`src/secant_offset_zero_search_macros.svh`:
```
// Assertion macros for the secant offset zero search block.
`ifndef SECANT_OFFSET_ZERO_SEARCH_MACROS_SVH
`define SECANT_OFFSET_ZERO_SEARCH_MACROS_SVH
`ifndef SYNTHESIS
`define SOZS_ASSERT(lbl, prop, msg) \
	lbl: assert property (@(posedge clk) disable iff (!arst_n) prop) else $error(msg);
`define SOZS_ASSERT_NEXT(lbl, ante, cons, msg) \
	lbl: assert property (@(posedge clk) disable iff (!arst_n) (ante) |=> (cons)) \
		else $error(msg);
`else
`define SOZS_ASSERT(lbl, prop, msg)
`define SOZS_ASSERT_NEXT(lbl, ante, cons, msg)
`endif
`endif

```
`src/sozs_pkg.sv`:
```
// Shared types and constants of the secant offset zero search block.
`timescale 1ns / 1ps
package sozs_pkg;

	typedef enum logic [1:0] {
		MODE_MEAS  = 2'd0,
		MODE_START = 2'd1,
		MODE_STOP  = 2'd2,
		MODE_NONE  = 2'd3
	} mode_t;

	typedef enum logic [1:0] {
		STAT_IDLE   = 2'd0,
		STAT_SEARCH = 2'd1,
		STAT_FOUND  = 2'd2,
		STAT_ERROR  = 2'd3
	} status_t;

	typedef enum logic [3:0] {
		OP_NONE,
		OP_START,
		OP_DIV_LOAD,
		OP_DIV_STEP,
		OP_GAIN,
		OP_MUL1_LOAD,
		OP_MUL_STEP,
		OP_MUL2_LOAD,
		OP_FINISH,
		OP_OUT_LOAD
	} dp_op_t;

	typedef struct packed {
		logic   capture;
		dp_op_t op;
		logic   second;
	} cmd_t;

	typedef struct packed {
		logic ds_big;
		logic dp_zero;
		logic div_ovf;
		logic gain_over;
		logic found_hit;
	} stat_t;

	typedef struct packed {
		logic [31:0] target_point;
		logic [30:0] error_tolerance;
		logic [30:0] min_step;
		logic [30:0] gain_limit;
		logic [31:0] gain_initial;
		logic [16:0] damping_initial;
	} cfg_t;

	localparam logic [2:0] REG_TARGET   = 3'd0;
	localparam logic [2:0] REG_ERR_TOL  = 3'd1;
	localparam logic [2:0] REG_MIN_STEP = 3'd2;
	localparam logic [2:0] REG_GAIN_LIM = 3'd3;
	localparam logic [2:0] REG_GAIN_INI = 3'd4;
	localparam logic [2:0] REG_DAMP_INI = 3'd5;

	// quotient bits kept by the gain divider (gain_limit is 31 bits)
	localparam int DIV_BITS = 31;

endpackage

```
`src/sozs_in_if.sv`:
```
// Input word channel of the secant offset zero search block.
`timescale 1ns / 1ps
interface sozs_in_if #(parameter int VALUE_WIDTH = 32) ();
	logic                   valid;
	logic                   ready;
	logic [1:0]             mode;
	logic [VALUE_WIDTH-1:0] measured_value;
	logic [VALUE_WIDTH-1:0] current_setpoint;

	modport source (output valid, mode, measured_value, current_setpoint, input ready);
	modport sink (input valid, mode, measured_value, current_setpoint, output ready);
endinterface

```
`src/sozs_out_if.sv`:
```
// Result word channel of the secant offset zero search block.
`timescale 1ns / 1ps
interface sozs_out_if #(parameter int VALUE_WIDTH = 32) ();
	logic                   valid;
	logic                   ready;
	logic [VALUE_WIDTH-1:0] new_setpoint;
	logic                   setpoint_valid;
	logic [1:0]             search_status;

	modport source (output valid, new_setpoint, setpoint_valid, search_status, input ready);
	modport sink (input valid, new_setpoint, setpoint_valid, search_status, output ready);
endinterface

```
`src/sozs_datapath.sv`:
```
// Datapath: error, gain divider, shift-add multiplier and search registers.
`timescale 1ns / 1ps
module sozs_datapath #(
	parameter int VALUE_WIDTH   = 32,
	parameter int FRACTION_BITS = 16
) (
	input  logic                    clk,
	input  logic                    arst_n,
	input  sozs_pkg::cfg_t          cfg,
	input  sozs_pkg::cmd_t          cmd,
	input  logic [VALUE_WIDTH-1:0]  meas_in,
	input  logic [VALUE_WIDTH-1:0]  cur_in,
	output sozs_pkg::stat_t         st,
	output logic [VALUE_WIDTH-1:0]  new_setpoint
);
	localparam int W  = VALUE_WIDTH;
	localparam int F  = FRACTION_BITS;
	localparam int TW = W + 33;
	localparam int DW = W + 32;
	localparam int OW = (W > 17) ? W : 17;
	localparam int MI = (OW + 3) / 4;
	localparam int PB = 4 * MI;
	localparam int AW = OW + PB;
	localparam int QB = sozs_pkg::DIV_BITS;

	localparam logic signed [TW-1:0] VMAX_T = (TW'(1) <<< (W - 1)) - TW'(1);
	localparam logic signed [TW-1:0] VMIN_T = -VMAX_T - TW'(1);
	localparam logic [DW-1:0] THR    = DW'(1) << (F - 2);
	localparam logic [DW-1:0] CAPD_P = (DW'(1) << (W - 1)) - DW'(1);
	localparam logic [DW-1:0] CAPD_N = DW'(1) << (W - 1);
	localparam logic [AW-1:0] CAPA_P = (AW'(1) << (W - 1)) - AW'(1);
	localparam logic [AW-1:0] CAPA_N = AW'(1) << (W - 1);

	function automatic logic [W-1:0] sat_w(input logic signed [TW-1:0] v);
		logic [W-1:0] r;
		if (v > VMAX_T)
			r = VMAX_T[W-1:0];
		else if (v < VMIN_T)
			r = VMIN_T[W-1:0];
		else
			r = v[W-1:0];
		return r;
	endfunction

	function automatic logic [W-1:0] mag_w(input logic [W-1:0] v);
		return v[W-1] ? -v : v;
	endfunction

	logic [W-1:0]  meas_q, cur_q, err_q, nxt_q, out_sp_q;
	logic [W-1:0]  gain_q, lrd_q, ldr_q, lss_q;
	logic [16:0]   damp_q;
	logic          len_q;
	logic [DW-1:0] rem_q, dv_q;
	logic [QB-1:0] quo_q;
	logic [OW-1:0] ma_q;
	logic [PB-1:0] mb_q;
	logic [AW-1:0] acc_q;
	logic          mneg_q;

	logic signed [TW-1:0] dsx, dpx, dsm, dpm;
	logic [W:0]    uds, udp;
	logic [W-1:0]  err_in, lo, lo_h, err_mag, gmw;
	logic [DW-1:0] gm, capg;
	logic          gneg, div_ge, halve;
	logic [AW-1:0] sh, capm;
	logic [OW+3:0] pp;
	logic signed [TW-1:0] sp;

	always_comb begin
		err_in = sat_w(TW'($signed(cfg.target_point)) - TW'($signed(meas_in)));
		dsx = TW'($signed(cur_q)) - TW'($signed(ldr_q));
		dpx = TW'($signed(meas_q)) - TW'($signed(lrd_q));
		dsm = dsx[TW-1] ? -dsx : dsx;
		dpm = dpx[TW-1] ? -dpx : dpx;
		uds = dsm[W:0];
		udp = dpm[W:0];
		gneg = dsx[TW-1] != dpx[TW-1];
		capg = gneg ? CAPD_N : CAPD_P;
		gm = (DW'(quo_q) > capg) ? capg : DW'(quo_q);
		gmw = gm[W-1:0];
		div_ge = rem_q >= dv_q;
		pp = {4'b0000, ma_q} * mb_q[PB-1 -: 4];
		sh = acc_q >> F;
		capm = mneg_q ? CAPA_N : CAPA_P;
		lo = (sh > capm) ? capm[W-1:0] : sh[W-1:0];
		lo_h = lo >> 1;
		err_mag = mag_w(err_q);
		halve = cmd.second && ((lo > lss_q) || (err_q[W-1] != len_q))
			&& (DW'(lo) > DW'(cfg.min_step));
		sp = TW'($signed(cur_q)) + (mneg_q ? -TW'(halve ? lo_h : lo) : TW'(halve ? lo_h : lo));
		st.ds_big    = DW'(uds) > THR;
		st.dp_zero   = (udp == '0);
		st.div_ovf   = rem_q >= (dv_q << 1);
		st.gain_over = quo_q > cfg.gain_limit;
		st.found_hit = (DW'(err_mag) <= DW'(cfg.error_tolerance))
			&& (DW'(lo) <= DW'(cfg.min_step));
	end

	always_ff @(posedge clk or negedge arst_n) begin
		if (!arst_n) begin
			gain_q <= '0;
			damp_q <= '0;
			lrd_q  <= '0;
			ldr_q  <= '0;
			lss_q  <= '0;
			len_q  <= 1'b0;
		end else begin
			if (cmd.capture) begin
				meas_q <= meas_in;
				cur_q  <= cur_in;
				err_q  <= err_in;
				nxt_q  <= cur_in;
			end
			case (cmd.op)
				sozs_pkg::OP_START: begin
					gain_q <= sat_w(TW'($signed(cfg.gain_initial)));
					damp_q <= cfg.damping_initial;
					lrd_q  <= '0;
					ldr_q  <= '0;
					lss_q  <= '0;
					len_q  <= 1'b0;
				end
				sozs_pkg::OP_DIV_LOAD: begin
					rem_q <= DW'(uds) << F;
					dv_q  <= DW'(udp) << (QB - 1);
					quo_q <= '0;
				end
				sozs_pkg::OP_DIV_STEP: begin
					if (div_ge)
						rem_q <= rem_q - dv_q;
					quo_q <= {quo_q[QB-2:0], div_ge};
					dv_q  <= dv_q >> 1;
				end
				sozs_pkg::OP_GAIN: begin
					gain_q <= gneg ? -gmw : gmw;
				end
				sozs_pkg::OP_MUL1_LOAD: begin
					// first sample only records the error sign
					if (!cmd.second)
						len_q <= err_q[W-1];
					ma_q   <= OW'(err_mag);
					mb_q   <= PB'(mag_w(gain_q));
					acc_q  <= '0;
					mneg_q <= err_q[W-1] != gain_q[W-1];
				end
				sozs_pkg::OP_MUL_STEP: begin
					acc_q <= (acc_q << 4) + AW'(pp);
					mb_q  <= mb_q << 4;
				end
				sozs_pkg::OP_MUL2_LOAD: begin
					ma_q   <= OW'(lo);
					mb_q   <= PB'(damp_q);
					acc_q  <= '0;
					mneg_q <= mneg_q && (lo != '0);
				end
				sozs_pkg::OP_FINISH: begin
					if (halve) begin
						damp_q <= damp_q >> 1;
						lss_q  <= lo;
						len_q  <= err_q[W-1];
					end else if (!cmd.second) begin
						lss_q <= lo;
					end
					nxt_q <= sat_w(sp);
					lrd_q <= meas_q;
					ldr_q <= cur_q;
				end
				sozs_pkg::OP_OUT_LOAD: begin
					out_sp_q <= nxt_q;
				end
				default: begin
				end
			endcase
		end
	end

	assign new_setpoint = out_sp_q;

endmodule

```
`src/sozs_ctrl.sv`:
```
// Controller: search state, sequencing of divider and multiplier, result word.
`timescale 1ns / 1ps
`include "secant_offset_zero_search_macros.svh"
module sozs_ctrl #(
	parameter int MUL_STEPS = 8
) (
	input  logic                  clk,
	input  logic                  arst_n,
	input  logic                  in_valid,
	input  logic [1:0]            in_mode,
	output logic                  in_ready,
	output logic                  out_valid,
	input  logic                  out_ready,
	output logic                  setpoint_valid,
	output logic [1:0]            search_status,
	output sozs_pkg::cmd_t        cmd,
	input  sozs_pkg::stat_t       st
);
	typedef enum logic [3:0] {
		S_IDLE, S_CHK, S_DIVOV, S_DIV, S_GAIN, S_M1LD,
		S_MUL1, S_M2LD, S_MUL2, S_FIN, S_OUT
	} state_t;

	localparam logic [1:0] SC_FULL  = 2'd2;
	localparam logic [4:0] DIV_LAST = 5'(sozs_pkg::DIV_BITS - 2);
	localparam logic [4:0] MUL_LAST = 5'(MUL_STEPS - 1);

	state_t              state_q;
	sozs_pkg::status_t   srch_q, out_status_q;
	logic [1:0]          sc_q;
	logic [4:0]          cnt_q;
	logic                res_valid_q, out_valid_q, out_spv_q;
	sozs_pkg::mode_t     mode;
	logic                out_free;

	assign mode     = sozs_pkg::mode_t'(in_mode);
	assign out_free = !out_valid_q || out_ready;
	assign in_ready = (state_q == S_IDLE);

	always_comb begin
		cmd.capture = 1'b0;
		cmd.op      = sozs_pkg::OP_NONE;
		cmd.second  = (sc_q == SC_FULL);
		case (state_q)
			S_IDLE: begin
				if (in_valid) begin
					cmd.capture = 1'b1;
					if (mode == sozs_pkg::MODE_START)
						cmd.op = sozs_pkg::OP_START;
				end
			end
			S_CHK: begin
				if (cmd.second && st.ds_big) begin
					if (!st.dp_zero)
						cmd.op = sozs_pkg::OP_DIV_LOAD;
				end else begin
					cmd.op = sozs_pkg::OP_MUL1_LOAD;
				end
			end
			S_DIVOV: if (!st.div_ovf) cmd.op = sozs_pkg::OP_DIV_STEP;
			S_DIV:   cmd.op = sozs_pkg::OP_DIV_STEP;
			S_GAIN:  if (!st.gain_over) cmd.op = sozs_pkg::OP_GAIN;
			S_M1LD:  cmd.op = sozs_pkg::OP_MUL1_LOAD;
			S_MUL1:  cmd.op = sozs_pkg::OP_MUL_STEP;
			S_M2LD:  cmd.op = sozs_pkg::OP_MUL2_LOAD;
			S_MUL2:  cmd.op = sozs_pkg::OP_MUL_STEP;
			S_FIN:   if (!(cmd.second && st.found_hit)) cmd.op = sozs_pkg::OP_FINISH;
			S_OUT:   if (out_free) cmd.op = sozs_pkg::OP_OUT_LOAD;
			default: cmd.op = sozs_pkg::OP_NONE;
		endcase
	end

	always_ff @(posedge clk or negedge arst_n) begin
		if (!arst_n) begin
			state_q      <= S_IDLE;
			srch_q       <= sozs_pkg::STAT_IDLE;
			out_status_q <= sozs_pkg::STAT_IDLE;
			sc_q         <= '0;
			cnt_q        <= '0;
			res_valid_q  <= 1'b0;
			out_valid_q  <= 1'b0;
			out_spv_q    <= 1'b0;
		end else begin
			if (state_q == S_OUT && out_free)
				out_valid_q <= 1'b1;
			else if (out_valid_q && out_ready)
				out_valid_q <= 1'b0;
			case (state_q)
				S_IDLE: begin
					if (in_valid) begin
						res_valid_q <= 1'b0;
						state_q     <= S_OUT;
						case (mode)
							sozs_pkg::MODE_START: begin
								srch_q <= sozs_pkg::STAT_SEARCH;
								sc_q   <= '0;
							end
							sozs_pkg::MODE_STOP: begin
								srch_q <= sozs_pkg::STAT_IDLE;
								sc_q   <= '0;
							end
							sozs_pkg::MODE_MEAS: begin
								if (srch_q == sozs_pkg::STAT_SEARCH) begin
									sc_q    <= (sc_q == SC_FULL) ? SC_FULL : sc_q + 2'd1;
									state_q <= S_CHK;
								end
							end
							default: begin
							end
						endcase
					end
				end
				S_CHK: begin
					if (cmd.second && st.ds_big) begin
						if (st.dp_zero) begin
							srch_q  <= sozs_pkg::STAT_ERROR;
							state_q <= S_OUT;
						end else begin
							state_q <= S_DIVOV;
						end
					end else begin
						cnt_q   <= MUL_LAST;
						state_q <= S_MUL1;
					end
				end
				S_DIVOV: begin
					if (st.div_ovf) begin
						srch_q  <= sozs_pkg::STAT_ERROR;
						state_q <= S_OUT;
					end else begin
						cnt_q   <= DIV_LAST;
						state_q <= S_DIV;
					end
				end
				S_DIV: begin
					cnt_q <= cnt_q - 5'd1;
					if (cnt_q == '0)
						state_q <= S_GAIN;
				end
				S_GAIN: begin
					if (st.gain_over) begin
						srch_q  <= sozs_pkg::STAT_ERROR;
						state_q <= S_OUT;
					end else begin
						state_q <= S_M1LD;
					end
				end
				S_M1LD: begin
					cnt_q   <= MUL_LAST;
					state_q <= S_MUL1;
				end
				S_MUL1: begin
					cnt_q <= cnt_q - 5'd1;
					if (cnt_q == '0)
						state_q <= S_M2LD;
				end
				S_M2LD: begin
					cnt_q   <= MUL_LAST;
					state_q <= S_MUL2;
				end
				S_MUL2: begin
					cnt_q <= cnt_q - 5'd1;
					if (cnt_q == '0)
						state_q <= S_FIN;
				end
				S_FIN: begin
					if (cmd.second && st.found_hit)
						srch_q <= sozs_pkg::STAT_FOUND;
					else
						res_valid_q <= 1'b1;
					state_q <= S_OUT;
				end
				S_OUT: begin
					// hold until the result register is free
					if (out_free) begin
						out_spv_q    <= res_valid_q;
						out_status_q <= srch_q;
						state_q      <= S_IDLE;
					end
				end
				default: state_q <= S_IDLE;
			endcase
		end
	end

	assign out_valid      = out_valid_q;
	assign setpoint_valid = out_spv_q;
	assign search_status  = out_status_q;

	`SOZS_ASSERT(a_spv_searching, (out_valid_q && out_spv_q) |-> (out_status_q == sozs_pkg::STAT_SEARCH), "setpoint word without searching status")
	`SOZS_ASSERT(a_div_count, (state_q == S_DIV) |-> (cnt_q <= DIV_LAST), "divider count out of range")
	`SOZS_ASSERT_NEXT(a_accept_busy, in_valid && in_ready, state_q != S_IDLE, "accepted word left controller idle")
	`SOZS_ASSERT_NEXT(a_out_load, state_q == S_OUT && out_free, out_valid_q, "result word not loaded")

endmodule

```
`src/secant_offset_zero_search.sv`:
```
// Top level of the secant offset zero search block: register port and wiring.
`timescale 1ns / 1ps
// One result word per input word. Start, stop and ignored words go straight to the
// output state. A measurement during a search runs the four-bits-a-cycle shift-add
// multiplier in two passes and, before them when the gain is updated, the
// one-quotient-bit-a-cycle gain divider. The next word is taken once the result
// sits in the output register; a result waits there while the sink stalls.
// Registers lie at byte address 4*i over a 32-bit register port.
module secant_offset_zero_search #(
	parameter int VALUE_WIDTH   = 32,
	parameter int FRACTION_BITS = 16
) (
	input  logic        clk,
	input  logic        arst_n,
	input  logic        psel,
	input  logic        penable,
	input  logic        pwrite,
	input  logic [4:0]  paddr,
	input  logic [31:0] pwdata,
	output logic [31:0] prdata,
	output logic        pready,
	sozs_in_if.sink     in_ch,
	sozs_out_if.source  out_ch
);
	localparam int OW        = (VALUE_WIDTH > 17) ? VALUE_WIDTH : 17;
	localparam int MUL_STEPS = (OW + 3) / 4;

	sozs_pkg::cfg_t  cfg_q;
	sozs_pkg::cmd_t  cmd;
	sozs_pkg::stat_t st;
	logic [2:0]      reg_idx;

	assign pready  = 1'b1;
	assign reg_idx = paddr[4:2];

	always_ff @(posedge clk or negedge arst_n) begin
		if (!arst_n) begin
			cfg_q.target_point    <= 32'd0;
			cfg_q.error_tolerance <= 31'd655;
			cfg_q.min_step        <= 31'd655;
			cfg_q.gain_limit      <= 31'd6553600;
			cfg_q.gain_initial    <= 32'd65536;
			cfg_q.damping_initial <= 17'd65536;
		end else if (psel && penable && pwrite) begin
			case (reg_idx)
				sozs_pkg::REG_TARGET:   cfg_q.target_point    <= pwdata;
				sozs_pkg::REG_ERR_TOL:  cfg_q.error_tolerance <= pwdata[30:0];
				sozs_pkg::REG_MIN_STEP: cfg_q.min_step        <= pwdata[30:0];
				sozs_pkg::REG_GAIN_LIM: cfg_q.gain_limit      <= pwdata[30:0];
				sozs_pkg::REG_GAIN_INI: cfg_q.gain_initial    <= pwdata;
				sozs_pkg::REG_DAMP_INI: cfg_q.damping_initial <= pwdata[16:0];
				default: begin
				end
			endcase
		end
	end

	always_comb begin
		case (reg_idx)
			sozs_pkg::REG_TARGET:   prdata = cfg_q.target_point;
			sozs_pkg::REG_ERR_TOL:  prdata = {1'b0, cfg_q.error_tolerance};
			sozs_pkg::REG_MIN_STEP: prdata = {1'b0, cfg_q.min_step};
			sozs_pkg::REG_GAIN_LIM: prdata = {1'b0, cfg_q.gain_limit};
			sozs_pkg::REG_GAIN_INI: prdata = cfg_q.gain_initial;
			sozs_pkg::REG_DAMP_INI: prdata = {15'd0, cfg_q.damping_initial};
			default:                prdata = 32'd0;
		endcase
	end

	sozs_ctrl #(
		.MUL_STEPS(MUL_STEPS)
	) u_ctrl (
		.clk            (clk),
		.arst_n         (arst_n),
		.in_valid       (in_ch.valid),
		.in_mode        (in_ch.mode),
		.in_ready       (in_ch.ready),
		.out_valid      (out_ch.valid),
		.out_ready      (out_ch.ready),
		.setpoint_valid (out_ch.setpoint_valid),
		.search_status  (out_ch.search_status),
		.cmd            (cmd),
		.st             (st)
	);

	sozs_datapath #(
		.VALUE_WIDTH   (VALUE_WIDTH),
		.FRACTION_BITS (FRACTION_BITS)
	) u_datapath (
		.clk          (clk),
		.arst_n       (arst_n),
		.cfg          (cfg_q),
		.cmd          (cmd),
		.meas_in      (in_ch.measured_value),
		.cur_in       (in_ch.current_setpoint),
		.st           (st),
		.new_setpoint (out_ch.new_setpoint)
	);

endmodule
```
`src/flat_wrapper.sv`:
```
// flat-port wrapper written by rule: the top's interface ports become plain ports
module secant_offset_zero_search_flat 
#(
	parameter int VALUE_WIDTH   = 32,
	parameter int FRACTION_BITS = 16
)
  (clk, arst_n, psel, penable, pwrite, paddr, pwdata, prdata, pready, in_ch_valid, in_ch_mode, in_ch_measured_value, in_ch_current_setpoint, in_ch_ready, out_ch_valid, out_ch_new_setpoint, out_ch_setpoint_valid, out_ch_search_status, out_ch_ready);
  sozs_in_if #(.VALUE_WIDTH(VALUE_WIDTH)) in_ch_i ();
  sozs_out_if #(.VALUE_WIDTH(VALUE_WIDTH)) out_ch_i ();
  input  logic clk;
  input  logic arst_n;
  input  logic psel;
  input  logic penable;
  input  logic pwrite;
  input  logic [4:0] paddr;
  input  logic [31:0] pwdata;
  output logic [31:0] prdata;
  output logic pready;
  input wire logic [$bits(in_ch_i.valid)-1:0] in_ch_valid;
  input wire logic [$bits(in_ch_i.mode)-1:0] in_ch_mode;
  input wire logic [$bits(in_ch_i.measured_value)-1:0] in_ch_measured_value;
  input wire logic [$bits(in_ch_i.current_setpoint)-1:0] in_ch_current_setpoint;
  output wire logic [$bits(in_ch_i.ready)-1:0] in_ch_ready;
  output wire logic [$bits(out_ch_i.valid)-1:0] out_ch_valid;
  output wire logic [$bits(out_ch_i.new_setpoint)-1:0] out_ch_new_setpoint;
  output wire logic [$bits(out_ch_i.setpoint_valid)-1:0] out_ch_setpoint_valid;
  output wire logic [$bits(out_ch_i.search_status)-1:0] out_ch_search_status;
  input wire logic [$bits(out_ch_i.ready)-1:0] out_ch_ready;
  assign in_ch_i.valid = in_ch_valid;
  assign in_ch_i.mode = in_ch_mode;
  assign in_ch_i.measured_value = in_ch_measured_value;
  assign in_ch_i.current_setpoint = in_ch_current_setpoint;
  assign in_ch_ready = in_ch_i.ready;
  assign out_ch_valid = out_ch_i.valid;
  assign out_ch_new_setpoint = out_ch_i.new_setpoint;
  assign out_ch_setpoint_valid = out_ch_i.setpoint_valid;
  assign out_ch_search_status = out_ch_i.search_status;
  assign out_ch_i.ready = out_ch_ready;
  secant_offset_zero_search #(.VALUE_WIDTH(VALUE_WIDTH), .FRACTION_BITS(FRACTION_BITS)) u_core (.clk(clk), .arst_n(arst_n), .psel(psel), .penable(penable), .pwrite(pwrite), .paddr(paddr), .pwdata(pwdata), .prdata(prdata), .pready(pready), .in_ch(in_ch_i), .out_ch(out_ch_i));
endmodule
```
`config.mk`:
```
export PLATFORM = sky130hd
export DESIGN_NAME = secant_offset_zero_search_flat
export DESIGN_NICKNAME = d
export VERILOG_FILES = /design/src/sozs_pkg.sv /design/src/sozs_in_if.sv /design/src/sozs_out_if.sv /design/src/sozs_datapath.sv /design/src/sozs_ctrl.sv /design/src/secant_offset_zero_search.sv /design/src/flat_wrapper.sv
export VERILOG_INCLUDE_DIRS = /design/src /design/src/src
export SDC_FILE = /design/constraint.sdc
export NUM_CORES = 2
export LEC_CHECK = 0
export ABC_AREA = 1
export BUFFER_PORTS_ARGS = -buffer_cell sky130_fd_sc_hd__buf_2
export CAP_MARGIN = 30
export CORE_MARGIN = 4
export CORE_UTILIZATION = 35
export CTS_BUF_LIST = sky130_fd_sc_hd__clkbuf_4 sky130_fd_sc_hd__clkbuf_8
export DETAILED_ROUTE_END_ITERATION = 16
export MAX_ROUTING_LAYER = met4
export PLACE_DENSITY = 0.59
export SLEW_MARGIN = 30
export SYNTH_ARGS = -nofsm -noshare
export SYNTH_HDL_FRONTEND = slang
export SYNTH_SLANG_ARGS = --single-unit
```
`constraint.sdc`:
```
create_clock -name clk -period 9.9 [get_ports clk]
set_input_delay 0.495 -clock clk [delete_from_list [all_inputs] [get_ports clk]]
set_output_delay 0.495 -clock clk [all_outputs]
set_load 0.01 [all_outputs]
```
==> summary.txt <==
Worst setup path
  – Cell repeated most along the worst path: nand2_1
  – Crit path capture type: flop
  – R2R cell count: 59
  – Worst r2r dst: u_core.u_datapath.nxt_q[22]
  – Worst path slowest cell: edfxtp_1
  – CP endpoint: u_core.u_datapath.nxt_q[22]
  – Crit path kind: flop to flop
  – Flop-to-flop setup slack: 0.66 ns
  – Max incr delay on CP: 0.49 ns
  – Worst Path Arrival: 10.01 ns
  – CP startpoint: u_core.u_datapath.mneg_q
  – Crit path required time: 10.67 ns
  – CP Max Fanout: 18
  – Worst R2R Start: u_core.u_datapath.mneg_q
  – Crit start category: flop

Power and ir drop
  – Power share of the clock group: 14.4%
  – LEAKAGE: 34.6 nW
  – Sequential Power Share: 22.7%
  – P_sw: 12.7 mW
  – Int Pwr: 12.2 mW
  – Sw Ratio: 50.9%
  – PD cells: 343 nW/um^2
  – Peak supply drop: 0.350 mV
  – Part of the power in combinational logic: 62.9%

Die
  – Initial Utilization: 35.2%
  – Die W: 435 um
  – Row count: 156
  – Total die area: 189000 sq um
  – Placeable core area: 181000 sq um
  – Chip Height: 435 um
  – I/O pins: 180

Timing
  – Setup_tns: 0 ns
  – Tcrit/Tclk final: 93.4%
  – Setup Viol. Count Final: 0
  – Relative slew slack: 32.2%
  – Worst-Margin Slew: 1.01 ns
  – Final setup margin: 0.656 ns
  – Setup Skew: 0.105 ns
  – Final Hold Fails: 0
  – Achievable Freq: 108 MHz
  – Pins Over Slew Limit: 0
  – Final Critical Period: 9.24 ns

Placement
  – DP Wirelength: 177000 um
  – Placed insts: 11.1k
  – Pre-CTS setup slack: 0.274 ns
  – Placer Congestion: 1.01
  – IO Port Bufs: 176

Detailed routing
  – Final ANT Viol Nets: 0
  – DR vias/cell: 5.19
  – Wire length per cell: 19.4 um
  – First drt pass iteration count: 7
  – WL final: 224000 um
  – 1st-iter DRT viols: 4796
  – Vias: 59.9k
  – DRC violations left: 0

Outcome
  – Status: completed

Clock tree
  – CTS tree: done
  – Clock Tree Buf Depth: 3
  – CTS H-tree lvls: 4
  – CTS Buf Count: 152
  – Clk slew on worst S/H paths: 0.06 ns
  – Worst-Skew Late Latency: 0.96 ns
  – Sink Count: 785
  – Clock Tree Root: clkbuf_8

Logic synthesis
  – Async SR Flop Fraction: 43.1%
  – Top cells by count, synth: nand2_1, inv_1, nor2_1, o21ai_0, ha_1
  – Count leader, synth: nand2_1
  – Syn Area/Cell: 7.35 sq um
  – Area leader, netlist: edfxtp_1
  – Syn Nets: 9399
  – Yosys top cell area share: 21.1%
  – Syn Inst Count: 8663
  – Synth top area cells: edfxtp_1, nand2_1, dfrtp_1, ha_1, inv_1
  – Synth Cell Area: 63700 sq um
  – EDFF count, synth: 447
  – Main synth FF type: edfxtp_1
  – Count of cell types in the netlist: 75
  – Synth Register Bits: 785
  – Sequential share of the synthesized area: 34.4%
  – Syn. warnings: 0

Global route
  – Congestion Overflow GR: 0
  – GR Util All Layers: 23.9%
  – Vias in the first global route: 57.9k
  – Initial antenna violation count: 16
  – Largest net degree at the start of global routing: 136
  – Global-route wire length before repair: 340000 um

Cells and area
  – Post-Layout Cell Count: 11.5k
  – Layout area overhead: 13.9%
  – Fillers: 18.6k
  – Fin nets: 9760
  – Share of layout cells above drive strength 1: 9.07%

Worst hold path
  – Hold Crit Class: primary input to async pin

Flow run
  – Total of max-cap violations: 0
-- routing by layer --
layer | part of all wire (%) | up-vias | track usage (%)
met5 | 0 | - | -
met4 | 4.8 | 0 | 10.3
met3 | 5.4 | 461 | 3.37
met2 | 47 | 1783 | 38.8
met1 | 43 | 28400 | 29.8
li1 | - | 29200 | -
-- worst max-delay path, delay by kind of cell (launching register included) --
kind            cells  cell delay, ns
compound gates     11            1.87
simple gates       30            3.41
fa+ha+maj           4            1.21
buf+inv            12            1.66
flops               1            0.49
xor+xnor            2            0.42
-- layout by cell type (no fill, tap or decap), types with 41 or more instances in the layout --
cell	count
o22ai_1	69
o21ai_1	41
nor3_1	96
o221ai_1	44
nor2_1	755
ha_1	529
nand4_1	79
dfrtp_1	321
o21ai_0	558
fa_1	96
nand3_1	357
xnor2_1	99
buf_2	175
inv_1	1328
buf_4	122
a21oi_1	513
clkbuf_4	48
clkbuf_8	173
edfxtp_1	447
nand2_1	2330
a31oi_1	90
dlygate4sd3_1	99
xor2_1	158
-- per-stage QoR --
step | hold slack (ns) | instance area, sq um | total power [mW] | utilization (%)
floorplan | 0.199 | 63700 | 16.7 | -
global placement | 0.403 | 67700 | 20.8 | 37.4
detailed placement | 0.405 | 67800 | 21.1 | 37.5
CTS | 0.0412 | 72100 | 24.8 | 39.8
global route | 0.0962 | 72500 | 27.3 | 40.1
finish | 0.0941 | 72600 | 24.9 | 40.1
-- cells by family (layout without fill, tap and decap cells) --
| family | Yosys count | after routing | synth area share (%) |
|---|---|---|---|
| buf+inv | 1585 | 2073 | 9.63 |
| compound gates | 1583 | 1583 | 14.2 |
| flops | 785 | 785 | 34.4 |
| fa+ha+maj | 626 | 626 | 13.4 |
| xor+xnor | 258 | 258 | 3.58 |
| simple gates | 3825 | 3825 | 24.8 |
| other cells | 1 | 10 | 0.00589 |
-- registers in the layout, indices dropped and copies added, names as in the netlist, 5 cells and up --
signal and flops:
u_core.cfg_q 174, u_core.u_datapath.lss_q 32, u_core.u_datapath.lrd_q 32, u_core.u_datapath.meas_q 32
u_core.u_datapath.ma_q 32, u_core.u_datapath.gain_q 32, u_core.u_datapath.dv_q 63, u_core.u_datapath.rem_q 64
u_core.u_datapath.acc_q 64, u_core.u_datapath.cur_q 32, u_core.u_datapath.quo_q 31, u_core.u_datapath.new_setpoint 32
u_core.u_datapath.damp_q 17, u_core.u_ctrl.cnt_q 5, u_core.u_datapath.err_q 32, u_core.u_datapath.mb_q 32
u_core.u_datapath.nxt_q 32, u_core.u_datapath.ldr_q 32
-- cell type report --
class | count | area (sq um) | share of cell area [%]
clock buffers | 220 | 2730 | 3.77
repair buffers | 415 | 3120 | 4.30
well taps | 2370 | 2970 | 4.09
multi-input cells | 6293 | 36100 | 49.7
clock inverters | 61 | 561 | 0.773
inverters | 1377 | 5180 | 7.14
flip-flops and latches | 785 | 21900 | 30.2
diodes | 9 | 22.5 | 0.0310
-- how the worst min path moves through the flow --
stage,endpoint,start,slack [ns],cells after the start
floorplan,u_core.cfg_q[0],arst_n,0.20,0
global placement,u_core.u_datapath.new_setpoint[2],u_core.u_datapath.nxt_q[2],0.40,0
detailed placement,u_core.u_datapath.new_setpoint[21],u_core.u_datapath.nxt_q[21],0.40,0
CTS,u_core.u_datapath.gain_q[7],arst_n,0.04,2
global route,u_core.u_datapath.gain_q[7],arst_n,0.1,2
finish,u_core.cfg_q[20],arst_n,0.09,2
-- timing repair --
| action | 4_1_cts | 5_1_grt |
|---|---|---|
| endpoints found under the hold margin | 323 | 0 |
| hold buffers | 99 | 0 |
| gates resized for setup | 0 | 71 |
| buffers inserted | 0 | 9 |
| setup endpoints to repair | 0 | 31 |
-- power by group through the flow --
stage	Sequential [mW]	Combinational (mW)	Clock [mW]
after floorplan	5.43	11.2	0
after global placement	5.71	15.1	0
after detailed placement	5.69	15.4	0
after CTS	5.64	15.5	3.67
after global routing	5.73	17.8	3.81
final	5.65	15.7	3.59
Note: power is estimated with default switching activity, not from simulation.
